File: src/rtl/som_pkg.sv
`timescale 1ns / 1ps
`default_nettype none
// ----------------------------------------------------------------------------
// SOM package
// Shared widths, register indexes, divider status and the exp table step.
// ----------------------------------------------------------------------------
package som_pkg;

  localparam int DEF_MAX_SIDE       = 16;
  localparam int DEF_MAX_COMPONENTS = 16;
  localparam int DEF_GAUSS_DEPTH    = 256;

  localparam int WORD_W     = 16;
  localparam int DIST_W     = 36;
  localparam int IN_DATA_W  = 64;
  localparam int OUT_DATA_W = 48;
  localparam int CFG_ADDR_W = 3;
  localparam int CFG_DATA_W = 5;

  // exp(-1/16) in Q0.32
  localparam logic [63:0] EXP_STEP_Q32 = 64'd4034748381;

  // Configuration register indexes
  typedef enum logic [CFG_ADDR_W-1:0] {
    CFG_GRID_TOPOLOGY     = 3'd0,
    CFG_NEIGHBORHOOD_KIND = 3'd1,
    CFG_MAP_WIDTH         = 3'd2,
    CFG_MAP_HEIGHT        = 3'd3,
    CFG_VECTOR_LENGTH     = 3'd4
  } cfg_reg_e;

  // Divider status toward the sequencer
  typedef struct packed {
    logic busy;
    logic done;
    logic ovf;
  } div_status_t;

  // One step of the exp(-k/16) recurrence, Q32 fixed point
  function automatic logic [63:0] exp_step(input logic [63:0] e);
    logic [63:0] prod;
    prod = e * EXP_STEP_Q32 + 64'h8000_0000;
    return prod >> 32;
  endfunction

endpackage
`default_nettype wire

File: src/rtl/som_div.sv
`timescale 1ns / 1ps
`default_nettype none
// ----------------------------------------------------------------------------
// SOM table index divider
// Restoring division producing Q_W quotient bits, one bit per cycle,
// plus an overflow flag when the quotient does not fit in Q_W bits.
// ----------------------------------------------------------------------------
module som_div
  import som_pkg::*;
#(
  parameter int NUM_W = 32,
  parameter int DEN_W = 32,
  parameter int Q_W   = 8
) (
  input  wire logic             clk_i,
  input  wire logic             rst_ni,
  input  wire logic             start_i,
  input  wire logic [NUM_W-1:0] num_i,
  input  wire logic [DEN_W-1:0] den_i,
  output logic      [Q_W-1:0]   quot_o,
  output div_status_t           status_o
);

  localparam int XW  = NUM_W + DEN_W + Q_W;
  localparam int CTW = $clog2(Q_W + 1);

  logic [XW-1:0]  rem_q;
  logic [XW-1:0]  dsh_q;
  logic [CTW-1:0] cnt_q;
  logic [Q_W-1:0] quot_q;
  logic           busy_q;
  logic           done_q;
  logic           ovf_q;
  logic           ge;

  assign ge = (rem_q >= dsh_q);

  // First step tests for overflow, then one quotient bit per cycle
  always_ff @(posedge clk_i or negedge rst_ni) begin
    if (!rst_ni) begin
      busy_q <= 1'b0;
      done_q <= 1'b0;
      ovf_q  <= 1'b0;
      cnt_q  <= '0;
      rem_q  <= '0;
      dsh_q  <= '0;
      quot_q <= '0;
    end else begin
      done_q <= 1'b0;
      if (start_i) begin
        rem_q  <= XW'(num_i);
        dsh_q  <= XW'(den_i) << Q_W;
        cnt_q  <= CTW'(Q_W);
        quot_q <= '0;
        ovf_q  <= 1'b0;
        busy_q <= 1'b1;
      end else if (busy_q) begin
        if (cnt_q == CTW'(Q_W)) begin
          ovf_q <= ge;
        end else begin
          if (ge) begin
            rem_q <= rem_q - dsh_q;
          end
          quot_q <= {quot_q[Q_W-2:0], ge};
        end
        dsh_q <= dsh_q >> 1;
        if (cnt_q == '0) begin
          busy_q <= 1'b0;
          done_q <= 1'b1;
        end else begin
          cnt_q <= cnt_q - CTW'(1);
        end
      end
    end
  end

  assign quot_o   = quot_q;
  assign status_o = '{busy: busy_q, done: done_q, ovf: ovf_q};

endmodule
`default_nettype wire

File: config.mk
export PLATFORM = sky130hd
export DESIGN_NAME = som_div
export DESIGN_NICKNAME = d
export VERILOG_FILES = /design/src/rtl/som_pkg.sv /design/src/rtl/som_div.sv
export SDC_FILE = /design/constraint.sdc
export NUM_CORES = 1
export LEC_CHECK = 0
export BUFFER_PORTS_ARGS = -buffer_cell sky130_fd_sc_hd__buf_2
export CORE_UTILIZATION = 50
export DETAILED_ROUTE_END_ITERATION = 6
export PLACE_DENSITY_LB_ADDON = 0.08
export RECOVER_POWER = 25
export SYNTH_ARGS = -nofsm -noshare
export SYNTH_HDL_FRONTEND = slang
export SYNTH_SLANG_ARGS = --single-unit
File: constraint.sdc
create_clock -name clk_i -period 3.9 [get_ports clk_i]
set_input_delay 0.39 -clock clk_i [delete_from_list [all_inputs] [get_ports clk_i]]
set_output_delay 0.39 -clock clk_i [all_outputs]
set_load 0.02 [all_outputs]
==> Flow_metrics.wiki <==
{| class="wikitable"
! Metric !! Value
|-
| Status || finished with violations
|-
| Violations in the final reports || capacitance limit, slew limit
|-
| Total number of vias || 7834
|-
| CTS H-tree lvls || 4
|-
| Switching Fraction || 46.6%
|-
| Internal power contribution || 5250 uW
|-
| Setup clock skew after layout || 0.00939 ns
|-
| VDD IR-drop max || 0.431 mV
|-
| Root buffer cell || sky130_fd_sc_hd__clkbuf_16
|-
| Ys Warns || 0
|-
| Crit path max-delay family || simple AND/OR/NAND/NOR gates
|-
| Global placement routability congestion || 0.913
|-
| Total overflow reported by the global router || 0
|-
| Number of buffers created by CTS || 17
|-
| Die ar. || 17900 um^2
|-
| Half-perimeter wire length after detailed placement || 15900 um
|-
| DR DRC count || 0
|-
| Startpoint Class || register
|-
| Flop2flop setup slack || 0.24 ns
|-
| Netlist area before placement || 8700 um^2
|-
| Part of the power in the clock network || 17.9%
|-
| Fillers || 1529
|-
| Post-Route Setup TNS || 0 ns
|-
| Setup Crit Path Kind || reg2reg
|-
| Syn Nets || 1177
|-
| Worst setup slack after layout || 0.236 ns
|-
| Horizontal extent of the die || 134 um
|-
| Largest area contributor in the synthesized netlist || sky130_fd_sc_hd__dfrtp_1
|-
| Max_slew headroom || -97.1%
|-
| Total Routed Length || 22400 um
|-
| Critical path data required time || 4.17 ns
|-
| Starting Density || 51.9%
|-
| Clock insertion delay at the later pin of the skew report || 0.43 ns
|-
| Leak || 0.00486 uW
|-
| Count of flip-flops with a built-in enable after synthesis || 0
|-
| Combined buffer and inverter count along the critical path || 2
|-
| DR iter-0 viols || 540
|-
| Max Buffers Root-to-Sink || 2
|-
| Number of register bits inferred by synthesis || 127
|-
| Via count of the first global-routing pass || 7477
|-
| Count of pins over their slew limit || 51
|-
| Critical Path End Type || register
|-
| Top cell type's share of synthesized area || 36.5%
|-
| Layout-stage area growth over the synthesis result || 14.9%
|-
| Worst min path class || in2reg
|-
| Number of nets with antenna violations after detailed routing || 0
|-
| Setup violation total in the final timing report || 0
|-
| Biggest cell delay along the critical path || 0.55 ns
|-
| Core area || 16800 um^2
|-
| Final period utilization || 93.9%
|-
| I/O pin cnt || 78
|-
| Placement Setup Slack || 0.113 ns
|-
| CTS Sinks || 127
|-
| Hold Fails Final Rpt || 0
|-
| Number of violations of the max-capacitance limit || 1
|-
| Wire length of the first global-routing pass || 36500 um
|-
| Gate Count Post-Synth || 1067
|-
| Antenna violations before repair || 0
|-
| Seq pwr share || 21.2%
|-
| Std cell rows || 47
|-
| NetSw || 4570 uW
|-
| Clock-pin transition on the worst setup and hold timing paths || 0.06 ns
|-
| Slowest cell on the critical path || sky130_fd_sc_hd__or4_1
|-
| Sequential fraction of the synthesis area || 36.5%
|-
| Detailed-route vias per instance || 5.74
|-
| Mean cell area of the mapped netlist || 8.15 um^2
|-
| Worst EP arrival || 3.94 ns
|-
| Maximum fanout count along the critical path || 19
|-
| Tightest Pin Transition || 2.96 ns
|-
| Number of nets at the end of the flow || 1242
|-
| Combined area of the multi-input logic cells || 5060 um^2
|-
| Cell breakdown of the critical path || or3_1, or4_1, or4_1, nor4_2, nand2b_1, a21oi_4, buf_4, buf_4, nor2_1, a21oi_1, o21ai_1
|-
| Highest Clock Rate || 273 MHz
|-
| Layout cell share with drive strength beyond 1 || 13.0%
|-
| Combinational share of power || 60.9%
|-
| Ys async rst share || 100%
|-
| Initial DRT Pass Iterations || 6
|-
| Largest net degree at the start of global routing || 107
|-
| Synth area leaders || sky130_fd_sc_hd__dfrtp_1 (37%), sky130_fd_sc_hd__nand2_1 (6.1%), sky130_fd_sc_hd__ha_1 (6.0%)
|-
| Fin crit period || 3.66 ns
|-
| Dominant synthesized flop cell || sky130_fd_sc_hd__dfrtp_1
|-
| Number of distinct library cells after synthesis || 70
|-
| Clock tree from TritonCTS || yes
|-
| Port-buffer cells || 77
|-
| Storage element area || 3180 um^2
|-
| Diodes inserted || 0
|-
| Power density cells || 983 nW/um^2
|-
| Die span in y || 134 um
|-
| Wirelength per Cell || 16.4 um
|-
| Overall fraction of global-route tracks in use || 25.6%
|}
metrics by stage:
stage               instance area [um^2]  utilization, %  hold WS [ns]  std cells  power, uW
floorplan                           8700               -        0.0944       1067       6470
global placement                    9300            55.5         0.477       1328       7790
detailed placement                  9300            55.5         0.477       1328       7850
CTS                                 9950            59.4        0.0125       1359       9670
global route                        9990            59.6         0.166       1364      10600
finish                              9990            59.6         0.165       1364       9820
power groups by stage:
stage	registers, uW	clock network (uW)	logic [uW]
5_1_grt	2130	1830	6620
3_5_place_dp	2090	0	5760
2_1_floorplan	2010	0	4460
3_3_place_gp	2080	0	5710
6_report	2080	1760	5980
4_1_cts	2070	1780	5810
cells by family after synthesis:
logic type / share of synthesized area (%)
AND/OR/NAND/NOR: 20.7
multiplexers: 6.42
flip-flops: 36.5
adder cells (fa/ha/maj): 6.27
XOR/XNOR: 4.73
AO/OA/AOI/OAI: 19.9
buffers and inverters: 5.39
layer usage:
layer	share of wire, %	routed length [um]	track usage [%]	up-vias
met3	3.4	753	4.04	32
met4	1.7	389	8.96	0
met5	0	0	0	-
li1	-	-	-	3891
met2	46	10400	40.9	190
met1	48	10800	35.2	3721
sequential cells by signal, indices dropped and copies added, names as in the netlist:
| name | flops |
|---|---|
| cnt_q | 4 |
| dsh_q | 40 |
| rem_q | 72 |
| quot_o | 8 |
| done_q | 1 |
| busy_q | 1 |
| ovf_q | 1 |
worst min-delay path: stages:
cell                      delay [ns]
sky130_fd_sc_hd__buf_2          0.07
sky130_fd_sc_hd__nand2_1        0.04
sky130_fd_sc_hd__o21ai_0        0.05
path summary, 6_finish.rpt:
kind / startpoint / to / cells past startpoint
min in group asynchronous: rst_ni / rem_q[0] / 1
worst min-delay path: den_i[6] / dsh_q[14] / 3
worst min register to register: rem_q[36] / rem_q[36] / 2
max in group asynchronous: rst_ni / busy_q / 1
worst max register to register: rem_q[62] / rem_q[22] / 11
worst max-delay path: rem_q[62] / rem_q[22] / 11
cells in the mapped netlist, drive strengths merged, types with 2 or more instances:
master and n:
nand2b 6, a31o 7, nand4 16, and4 2, a21boi 4, nor3 29
nor4 22, or4 5, clkbuf 41, nor3b 3, xnor2 29, o31ai 9
a21bo 2, inv 56, a21oi 104, and2 6, a21o 15, dfrtp 127
a2111oi 2, o21ai 94, nand2 141, o211ai 5, nand3b 3, buf 19
ha 42, xor2 18, a22oi 2, o21bai 6, mux2 6, nand3 21
nor2b 10, a2bb2oi 2, o2111ai 2, o21a 8, mux2i 49, or2 3
or3 8, and3 5, nor4b 2, a31oi 6, a211oi 6, nor2 105
o221ai 2
final cells by class:
type                            count  share of cell area (%)
Inverter                           56                    2.10
Timing Repair Buffer              105                    6.14
Multi-Input combinational cell    825                    50.7
Tap cell                          220                    2.76
Clock buffer                       23                    4.98
Sequential cell                   127                    31.8
Clock inverter                      8                    1.53
cells in the final DEF (no fill, tap or decap), types with 10 or more instances in the layout:
| cell type | synthesis | layout |
|---|---|---|
| sky130_fd_sc_hd__o21ai_1 | 24 | 24 |
| sky130_fd_sc_hd__a21o_1 | 15 | 15 |
| sky130_fd_sc_hd__dfrtp_1 | 127 | 126 |
| sky130_fd_sc_hd__xor2_1 | 18 | 18 |
| sky130_fd_sc_hd__mux2i_1 | 49 | 49 |
| sky130_fd_sc_hd__clkbuf_16 | 0 | 17 |
| sky130_fd_sc_hd__buf_4 | 7 | 27 |
| sky130_fd_sc_hd__nand3_1 | 20 | 20 |
| sky130_fd_sc_hd__nand4_1 | 16 | 16 |
| sky130_fd_sc_hd__buf_2 | 6 | 75 |
| sky130_fd_sc_hd__nand2_1 | 141 | 141 |
| sky130_fd_sc_hd__inv_1 | 56 | 56 |
| sky130_fd_sc_hd__o21ai_0 | 70 | 70 |
| sky130_fd_sc_hd__nor4_1 | 21 | 21 |
| sky130_fd_sc_hd__a21oi_1 | 103 | 102 |
| sky130_fd_sc_hd__nor2b_1 | 10 | 10 |
| sky130_fd_sc_hd__ha_1 | 42 | 42 |
| sky130_fd_sc_hd__nor2_1 | 105 | 105 |
| sky130_fd_sc_hd__nor3_1 | 29 | 29 |
| sky130_fd_sc_hd__xnor2_1 | 29 | 29 |
repair_timing:
action / CTS / global route
gates resized for setup: 0 / 1
setup buffers: 0 / 4
setup endpoints to repair: 0 / 19
hold buffers: 0 / 0
Power figures use the tool's default switching activity.
