===== src/rtl/som_pkg.sv =====
`timescale 1ns / 1ps
`default_nettype none
// ----------------------------------------------------------------------------
// SOM package
// Shared widths, register indexes, divider status and the exp table step.
// ----------------------------------------------------------------------------
package som_pkg;

  localparam int DEF_MAX_SIDE       = 16;
  localparam int DEF_MAX_COMPONENTS = 16;
  localparam int DEF_GAUSS_DEPTH    = 256;

  localparam int WORD_W     = 16;
  localparam int DIST_W     = 36;
  localparam int IN_DATA_W  = 64;
  localparam int OUT_DATA_W = 48;
  localparam int CFG_ADDR_W = 3;
  localparam int CFG_DATA_W = 5;

  // exp(-1/16) in Q0.32
  localparam logic [63:0] EXP_STEP_Q32 = 64'd4034748381;

  // Configuration register indexes
  typedef enum logic [CFG_ADDR_W-1:0] {
    CFG_GRID_TOPOLOGY     = 3'd0,
    CFG_NEIGHBORHOOD_KIND = 3'd1,
    CFG_MAP_WIDTH         = 3'd2,
    CFG_MAP_HEIGHT        = 3'd3,
    CFG_VECTOR_LENGTH     = 3'd4
  } cfg_reg_e;

  // Divider status toward the sequencer
  typedef struct packed {
    logic busy;
    logic done;
    logic ovf;
  } div_status_t;

  // One step of the exp(-k/16) recurrence, Q32 fixed point
  function automatic logic [63:0] exp_step(input logic [63:0] e);
    logic [63:0] prod;
    prod = e * EXP_STEP_Q32 + 64'h8000_0000;
    return prod >> 32;
  endfunction

endpackage
`default_nettype wire


===== src/rtl/som_cell.sv =====
`timescale 1ns / 1ps
`default_nettype none
// ----------------------------------------------------------------------------
// SOM pattern cell
// One pattern component; loads from the input or takes its neighbor's word.
// ----------------------------------------------------------------------------
module som_cell
  import som_pkg::*;
(
  input  wire logic              clk_i,
  input  wire logic              load_i,
  input  wire logic [WORD_W-1:0] load_val_i,
  input  wire logic              shift_i,
  input  wire logic [WORD_W-1:0] shift_val_i,
  output logic      [WORD_W-1:0] val_o
);

  logic [WORD_W-1:0] val_q;

  // Load has priority; loads only happen while the ring is at rest
  always_ff @(posedge clk_i) begin
    if (load_i) begin
      val_q <= load_val_i;
    end else if (shift_i) begin
      val_q <= shift_val_i;
    end
  end

  assign val_o = val_q;

endmodule
`default_nettype wire


===== config.mk =====
export PLATFORM = sky130hd
export DESIGN_NAME = som_cell
export DESIGN_NICKNAME = d
export VERILOG_FILES = /design/src/rtl/som_pkg.sv /design/src/rtl/som_cell.sv
export SDC_FILE = /design/constraint.sdc
export NUM_CORES = 1
export LEC_CHECK = 0
export ABC_AREA = 1
export BUFFER_PORTS_ARGS = -buffer_cell sky130_fd_sc_hd__buf_2
export CAP_MARGIN = 10
export CORE_UTILIZATION = 39
export DETAILED_ROUTE_END_ITERATION = 12
export HOLD_SLACK_MARGIN = 0.05
export PLACE_DENSITY = 0.76
export SLEW_MARGIN = 5
export SYNTH_ARGS = -nofsm -noshare
export SYNTH_HDL_FRONTEND = slang
export SYNTH_SLANG_ARGS = --single-unit

===== constraint.sdc =====
create_clock -name clk_i -period 1.6 [get_ports clk_i]
set_clock_uncertainty 0.1 [all_clocks]
set_input_delay 0.24 -clock clk_i [delete_from_list [all_inputs] [get_ports clk_i]]
set_output_delay 0.24 -clock clk_i [all_outputs]
set_load 0.05 [all_outputs]

==> impl_metrics.ini, run 1 <==
[setup_path]
cp.required_ns = 1.26
cp.arrival_ns = 0.87
critPathMaxStageDelay_ns = 0.38
path_delay_family = flip-flops
critPathBufInv = 1
slowest_stage = edfxtp_1
critical_path.endpoint_type = primary output
path_class = reg -> out
cp_cell_sequence = buf_2
crit_fanout = 1
critPathLaunchType = register

[floorplanning]
die_w_um = 45.3
die_h_um = 45.3
core_area_sq_mm = 0.00175
io-pin-count = 51
start_util = 0.419
dieArea_sq_mm = 0.00205
placement_rows = 15

[global_routing]
grt_antenna_before_repair = 0
grt_pass1_vias = 513
grt-ovfl-total = 0
track_usage = 0.146
grt_start_max_net_pins = 18
grt_pass1_wl_mm = 2.13

[sta]
rsz0062_at_grt = no
max_freq_mhz = 825
setup-violations-final = 0
relSlewSlack = 0.564
finalMaxSlewViolations = 0
layout_min_cycle_time_ns = 1.21
fin_crit_sh = 0.758
worstMarginPinSlew_ns = 0.654
finalHoldViolCount = 0
setup_tns_ns = 0

[power]
clkPwrFrac = 0.200
pwr-share-comb = 0.294
p_leak_nw = 0.532
power.share.sequential = 0.506
power_mw = 1.03
sw_frac_of_total = 0.342
max-vdd-ir-drop_mv = 0.473
intPower_mw = 0.681
p_per_area_mw_per_mm2 = 1030
p_switching_mw = 0.353

[drt]
vias = 622
post_drt_via_cell_ratio = 4.26
routed_wl_mm = 1.48
drt_iter0_drc = 9
first_pass_iters = 2
routedWlPerCell_um = 10.1
drc = 0
ant_nets = 0

[layout]
seq_area_sq_um = 480
drive_gt1_frac = 0.496
area_growth_pct = 37.3
largest_register_ffs = 16
nNetsFinal = 157
multi_input_area_sq_um = 199
nFillCells = 159
fin_area_sq_mm = 0.00100
antenna_cells = 0

[yosys]
yosysWarnings = 0
yosysSeqAreaShare = 0.658
yosysUniqueCellTypes = 7
synth_top_cell_by_area = edfxtp_1
synthTopCellsByArea = edfxtp_1 66%, nand2_1 22%, nand2_2 4.3%, buf_6 3.1%, buf_12 2.7%
ys_async_sr_fraction = 0
synth_seq_cells = 16
avgSynthCellArea_sq_um = 10.6
synth_top_cells_by_count = 43 x nand2_1, 16 x edfxtp_1, 5 x nand2_2
syn_inst = 69
synth_area_sq_um = 731
synth_most_common_cell = nand2_1
synth_edf_count = 16
synthFlopType = edfxtp_1
yosysTopAreaCellShare = 0.658
syn-num-nets = 104

[clocking]
cts_setup_buffers = 0
path_clk_slew_ns = 0.09
ctsHoldBuffers = 0
h-tree-depth = 1
clock_path_buffers = 2
cts_sinks = 16
cts-buffers-inserted = 3
cts_tree = built
cts_root_buf = clkbuf_4
cts-resized-gates = 0

[hold_path]
min_path_type = in -> reg

[flow_run]
cap_viol_max_count = 0

[run_status]
outcome = completed

[place]
dpl-instance-area_sq_um = 977
gp_congestion = 0.587
io_buffers = 50
cells in the final DEF, fill, tap and decap left out, drive strengths merged:
cell | netlist | routed
edfxtp | 16 | 16
inv | 1 | 1
nand2 | 48 | 48
clkbuf | 0 | 3
clkinv | 0 | 1
or2 | 1 | 1
buf | 3 | 51
per-stage QoR:
step           hold slack (ns)  setup WS, ns  cells   util
6_report                 0.127         0.388    146  0.575
2_1_floorplan            0.313         0.349     69      -
3_5_place_dp             0.407         0.256    142  0.560
4_1_cts                  0.122         0.374    146  0.575
5_1_grt                  0.126         0.351    146  0.575
3_3_place_gp             0.409         0.311    142  0.560
power by group through the flow:
stage | Sequential [mW] | Combinational, mW | Clock (mW)
after CTS | 0.525 | 0.306 | 0.212
after global routing | 0.528 | 0.321 | 0.234
after global placement | 0.534 | 0.300 | 0
after detailed placement | 0.535 | 0.306 | 0
final | 0.524 | 0.304 | 0.207
after floorplan | 0.701 | 0.0568 | 0
cell type report:
type	instances	area share
Sequential cell	16	0.479
Timing Repair Buffer	51	0.257
Multi-Input combinational cell	49	0.198
Tap cell	25	0.0312
Clock buffer	3	0.0224
Inverter	1	0.00873
Clock inverter	1	0.00374
layer usage:
layer  share of wire  track usage  routed length (um)
met5               0            0                   0
met1            0.39        0.171                 583
met3           0.030       0.0240                  44
met4           0.012       0.0545                  18
met2            0.56        0.264                 831
final timing paths:
kind / endpoint / cells after the start / start
worst max-delay path: val_o[1] / 1 / val_o[1]
worst min-delay path: val_o[15] / 3 / shift_val_i[15]
cell families after synthesis:
family | Yosys count | synth area share
flip-flops | 16 | 0.658
AND/OR/NAND/NOR | 49 | 0.272
buffers and inverters | 4 | 0.0702
(Power assumes the default switching activity.)
==> inputs of run 2 (changes only) <==
--- a/config.mk
+++ b/config.mk
@@ -5,13 +5,13 @@
 export SDC_FILE = /design/constraint.sdc
 export NUM_CORES = 1
 export LEC_CHECK = 0
-export ABC_AREA = 1
+export ABC_AREA = 0
 export BUFFER_PORTS_ARGS = -buffer_cell sky130_fd_sc_hd__buf_2
 export CAP_MARGIN = 10
-export CORE_UTILIZATION = 39
+export CORE_UTILIZATION = 35
 export DETAILED_ROUTE_END_ITERATION = 12
 export HOLD_SLACK_MARGIN = 0.05
-export PLACE_DENSITY = 0.76
+export PLACE_DENSITY = 0.72
 export SLEW_MARGIN = 5
 export SYNTH_ARGS = -nofsm -noshare
 export SYNTH_HDL_FRONTEND = slang
==> constraint.sdc (replaced) <==
create_clock -name clk_i -period 1 [get_ports clk_i]
set_clock_uncertainty 0.1 [all_clocks]
set_input_delay 0.15 -clock clk_i [delete_from_list [all_inputs] [get_ports clk_i]]
set_output_delay 0.15 -clock clk_i [all_outputs]
set_load 0.05 [all_outputs]
==> run 2 against run 1 <==
Against the previous run:
- utilization increased by 1.4 points
- combinational power up 97%
- critical path depth did not move
- largest cell class unchanged
- die area rose by 11%
- critical endpoint is now val_o[3]
- the flow now finishes with violations (negative setup slack)
- non-clock buffer count rose by 3
==> impl_metrics.ini, run 2 <==
[drt]
drc = 0
routed_wl_mm = 1.29
vias = 499
ant_nets = 0
drt_iter0_drc = 5
first_pass_iters = 3
post_drt_via_cell_ratio = 4.23
routedWlPerCell_um = 10.9

[yosys]
synth_seq_cells = 16
yosysWarnings = 0
yosysTopAreaCellShare = 0.656
synth_top_cells_by_count = 16 x edfxtp_1, 9 x mux2_4, 7 x mux2_2
synth_edf_count = 16
synth_fa_ha_area_frac = 0
syn_inst = 35
synth_top_cell_by_area = edfxtp_1
yosys.area_share.simple = 0.00855
synth_mux_area_frac = 0.292
synth_xor_area_frac = 0
synthTopCellsByArea = edfxtp_1 66%, mux2_4 18%, mux2_2 11%, buf_12 2.7%, buf_6 1.5%
synth_top_family_by_area = multiplexers
ys_async_sr_fraction = 0
yosysUniqueCellTypes = 6
syn-num-nets = 70
yosysSeqAreaShare = 0.656
synth_most_common_cell = edfxtp_1
synth_area_sq_um = 732
synth-compound-area-share = 0
synthFlopType = edfxtp_1
avgSynthCellArea_sq_um = 20.9

[power]
power.share.sequential = 0.480
intPower_mw = 1.23
clkPwrFrac = 0.185
sw_frac_of_total = 0.313
p_per_area_mw_per_mm2 = 1550
pwr-share-comb = 0.335
p_leak_nw = 0.537
p_switching_mw = 0.559
max-vdd-ir-drop_mv = 0.820

[sta]
setup_tns_ns = -1.29
worstMarginPinSlew_ns = 0.212
max_freq_mhz = 907
relSlewSlack = 0.859
setup-violations-final = 16
rsz0062_at_grt = yes
worst_slack_ns = -0.102
layout_min_cycle_time_ns = 1.10
fin_crit_sh = 1.10
finalMaxSlewViolations = 0
hold_slack_ns = 0.0719
finalHoldViolCount = 0

[layout]
antenna_cells = 0
nNetsFinal = 127
area_growth_pct = 57.9
nFillCells = 181
layout_common_cells = 34 x buf_2, 16 x buf_6, 16 x edfxtp_1
largest_register_ffs = 16
fin_util = 0.589
layout_commonest_cell = buf_2
drive_gt1_frac = 0.813

[place]
place_hpwl_mm = 1.08
gp_congestion = 0.748
post-place-ws_ns = -0.156
io_buffers = 50

[setup_path]
cp_cell_sequence = buf_6
crit_fanout = 1
critical_path.endpoint_type = primary output
cp.arrival_ns = 0.85
path_delay_family = flip-flops
critPathLaunchType = register
cp.required_ns = 0.75
slowest_stage = edfxtp_1
critPathMaxStageDelay_ns = 0.41
critPathBufInv = 1
path_class = reg -> out

[run_status]
outcome = complete, but fails checks
violations = negative setup slack

[global_routing]
grt_pass1_wl_mm = 1.72
grt-ovfl-total = 0
grt_start_max_net_pins = 17
use_met3 = 0.0415
track_usage = 0.113
grt_antenna_before_repair = 0
globalRouteMet2Util = 0.208
gr-usage-met1 = 0.110
busiest_layer = met2
grt_pass1_vias = 432

[floorplanning]
start_util = 0.373
die_h_um = 47.7
die_w_um = 47.7
dieArea_sq_mm = 0.00228
placement_rows = 16
io-pin-count = 51
core_area_sq_mm = 0.00196

[clocking]
cts_root_buf = clkbuf_4
h-tree-depth = 1
ctsHoldBuffers = 0
path_clk_slew_ns = 0.09
cts_tree = built
clock_path_buffers = 2
cts_sinks = 16
cts-buffers-inserted = 3

[flow_run]
cap_viol_max_count = 0

[hold_path]
min_path_type = in -> reg
-- run 2: cell count changes after synthesis, sizes merged --
cell | before | now
buf | 3 | 2
inv | 1 | 0
mux2 | 0 | 16
nand2 | 48 | 0
-- run 2: power by group through the flow --
stage	combinational, mW	sequential [mW]	clock [mW]
final	0.599	0.858	0.331
after global routing	0.625	0.866	0.361
after CTS	0.603	0.859	0.342
after detailed placement	0.517	0.855	0
after global placement	0.513	0.853	0
after floorplan	0.111	1.12	0
-- run 2: cell families after synthesis --
kind of cell,after synthesis
simple gates,1
flops,16
mux,16
buf+inv,2
-- run 2: final cells by class --
class,instances,area [sq um],area share
flip-flops and latches,16,480,0.416
repair buffers,54,393,0.340
multi-input cells,17,223,0.193
well taps,27,33.8,0.0292
clock buffers,3,22.5,0.0195
clock inverters,1,3.75,0.00325
-- run 2: stage by stage --
| step | cell area [sq um] | cells | total power [mW] |
|---|---|---|---|
| after global routing | 1160 | 118 | 1.85 |
| after detailed placement | 1030 | 114 | 1.37 |
| after CTS | 1160 | 118 | 1.80 |
| after floorplan | 743 | 35 | 1.23 |
| after global placement | 1030 | 114 | 1.37 |
| final | 1160 | 118 | 1.79 |
-- run 2: path summary, 6_finish.rpt --
| kind | startpoint | end | slack [ns] | cells after the start |
|---|---|---|---|---|
| worst max-delay path | val_o[3] | val_o[3] | -0.10 | 1 |
| worst min-delay path | shift_val_i[11] | val_o[11] | 0.07 | 2 |
-- run 2: repair_timing --
action                     4_1_cts  5_1_grt
resized for setup               32        0
setup endpoints to repair       16       16
setup buffers                    0        0
-- run 2: routing by layer --
metal / routed length (um) / part of all wire
met1: 422 / 0.33
met2: 791 / 0.61
met3: 77 / 0.060
met4: 0 / 0
met5: 0 / 0
==> inputs of run 3 (changes only) <==
--- a/config.mk
+++ b/config.mk
@@ -12,6 +12,8 @@
 export DETAILED_ROUTE_END_ITERATION = 12
 export HOLD_SLACK_MARGIN = 0.05
 export PLACE_DENSITY = 0.72
+export REMOVE_ABC_BUFFERS = 1
+export SETUP_SLACK_MARGIN = 0.5
 export SLEW_MARGIN = 5
 export SYNTH_ARGS = -nofsm -noshare
 export SYNTH_HDL_FRONTEND = slang
==> run 3 against run 2 <==
Against the previous run:
- largest cell class unchanged
- the run still ends with negative setup slack left
- first-iteration DRC count unchanged
- non-clock buffer count is 1 higher
- worst setup slack worse by 0.016 ns
- highest routed layer is now met4
- power increased by 2.5%
==> impl_metrics.ini, run 3 (synthesis results as in run 2) <==
[sta]
finalHoldViolCount = 0
worstMarginPinSlew_ns = 0.112
worst_slack_ns = -0.119
max_freq_mhz = 894
relSlewSlack = 0.926
setup-violations-final = 16
layout_min_cycle_time_ns = 1.12
rsz0062_at_grt = yes
fin_crit_sh = 1.12
finalMaxSlewViolations = 0

[setup_path]
crit_fanout = 1
critPathMaxStageDelay_ns = 0.41
critPathBufInv = 1
cp_cell_sequence = buf_6
path_delay_family = flip-flops
critPathLaunchType = register
cp.arrival_ns = 0.87
slowest_stage = edfxtp_1
critical_path.endpoint_type = primary output
cp.required_ns = 0.75
path_class = reg -> out

[clocking]
h-tree-depth = 1
cts_sinks = 16
cts_tree = built
cts_root_buf = clkbuf_4
clock_path_buffers = 2
cts-buffers-inserted = 3
ctsHoldBuffers = 0
path_clk_slew_ns = 0.09
cts_setup_buffers = 0

[layout]
stdcell_count = 119
layout_common_cells = 33 x buf_2, 19 x buf_6, 16 x mux2_4, 16 x edfxtp_1
nFillCells = 151
largest_register_ffs = 16
layout_commonest_cell = buf_2
nNetsFinal = 128
fin_area_sq_mm = 0.00123
area_growth_pct = 67.9
fin_util = 0.626
antenna_cells = 0
drive_gt1_frac = 0.815

[drt]
routed_wl_mm = 1.50
vias = 517
routedWlPerCell_um = 12.6
post_drt_via_cell_ratio = 4.34
first_pass_iters = 2
ant_nets = 0
drc = 0
drt_iter0_drc = 5

[run_status]
outcome = complete, but fails checks
violations = negative setup slack

[floorplanning]
die_w_um = 47.7
start_util = 0.373
placement_rows = 16
dieArea_sq_mm = 0.00228
die_h_um = 47.7
core_area_sq_mm = 0.00196
io-pin-count = 51

[place]
post-place-ws_ns = -0.147
dp.cells = 114
dpl-instance-area_sq_mm = 0.00104
gp_congestion = 0.747
io_buffers = 50

[power]
max-vdd-ir-drop_mv = 0.690
clkPwrFrac = 0.181
pwr-share-comb = 0.350
p_per_area_mw_per_mm2 = 1490
p_leak_nw = 0.586
p_switching_mw = 0.572
power.share.sequential = 0.469
sw_frac_of_total = 0.312
intPower_mw = 1.26

[flow_run]
cap_viol_max_count = 0

[global_routing]
grt_start_max_net_pins = 10
grt_pass1_vias = 476
grt-ovfl-total = 0
grt_antenna_before_repair = 0
track_usage = 0.136
grt_pass1_wl_mm = 2.04

[hold_path]
min_to = val_o[4]
hold_start = shift_val_i[4]
min_path_type = in -> reg
hold_path_depth = 2
-- run 3: cell types whose count changed in the layout (fill, tap and decap cells not counted), sizes merged --
cell	before	now
buf	54	55
-- run 3: what timing repair did --
action                     4_1_cts  5_1_grt
pin swaps                        1        0
gates resized for setup         48        0
cloned                           1        0
setup endpoints to repair       48       48
-- run 3: cell type report --
class,instances,area [sq um],area share
multi-input combinational,17,249,0.203
tap,27,33.8,0.0275
sequential,16,480,0.391
clock buffer,3,22.5,0.0183
clock inverter,1,3.75,0.00305
timing repair buffer,55,439,0.357
-- run 3: through the flow --
stage               power [mW]  hold slack (ns)  setup TNS, ns
global route              1.90           0.0592          -1.98
floorplan                 1.20            0.267         -0.353
finish                    1.83           0.0667          -1.42
detailed placement        1.38            0.356          -3.51
CTS                       1.82           0.0751          -1.27
global placement          1.37            0.351          -3.31
-- run 3: power by group through the flow --
stage          logic (mW)  clock network, mW  registers [mW]
3_5_place_dp        0.522                  0           0.854
6_report            0.641              0.332           0.860
2_1_floorplan      0.0802                  0            1.12
4_1_cts             0.641              0.325           0.859
5_1_grt             0.665              0.366           0.868
3_3_place_gp        0.518                  0           0.854
-- run 3: how the worst max path moves through the flow --
stage / start / end / depth (start not counted) / slack (ns)
after floorplan: load_i / val_o[0] / 1 / -0.02
after global placement: load_i / val_o[5] / 3 / -0.13
after detailed placement: load_i / val_o[5] / 3 / -0.15
after CTS: val_o[0] / val_o[0] / 1 / -0.11
after global routing: val_o[15] / val_o[15] / 1 / -0.14
final: val_o[15] / val_o[15] / 1 / -0.12
-- run 3: metal layers --
metal  track usage  wire [um]  up-vias
met1         0.137        502      250
met4        0.0500         19        0
met3        0.0453         42        2
met2         0.257        938       15
met5             0          0        -
li1              -          -      250
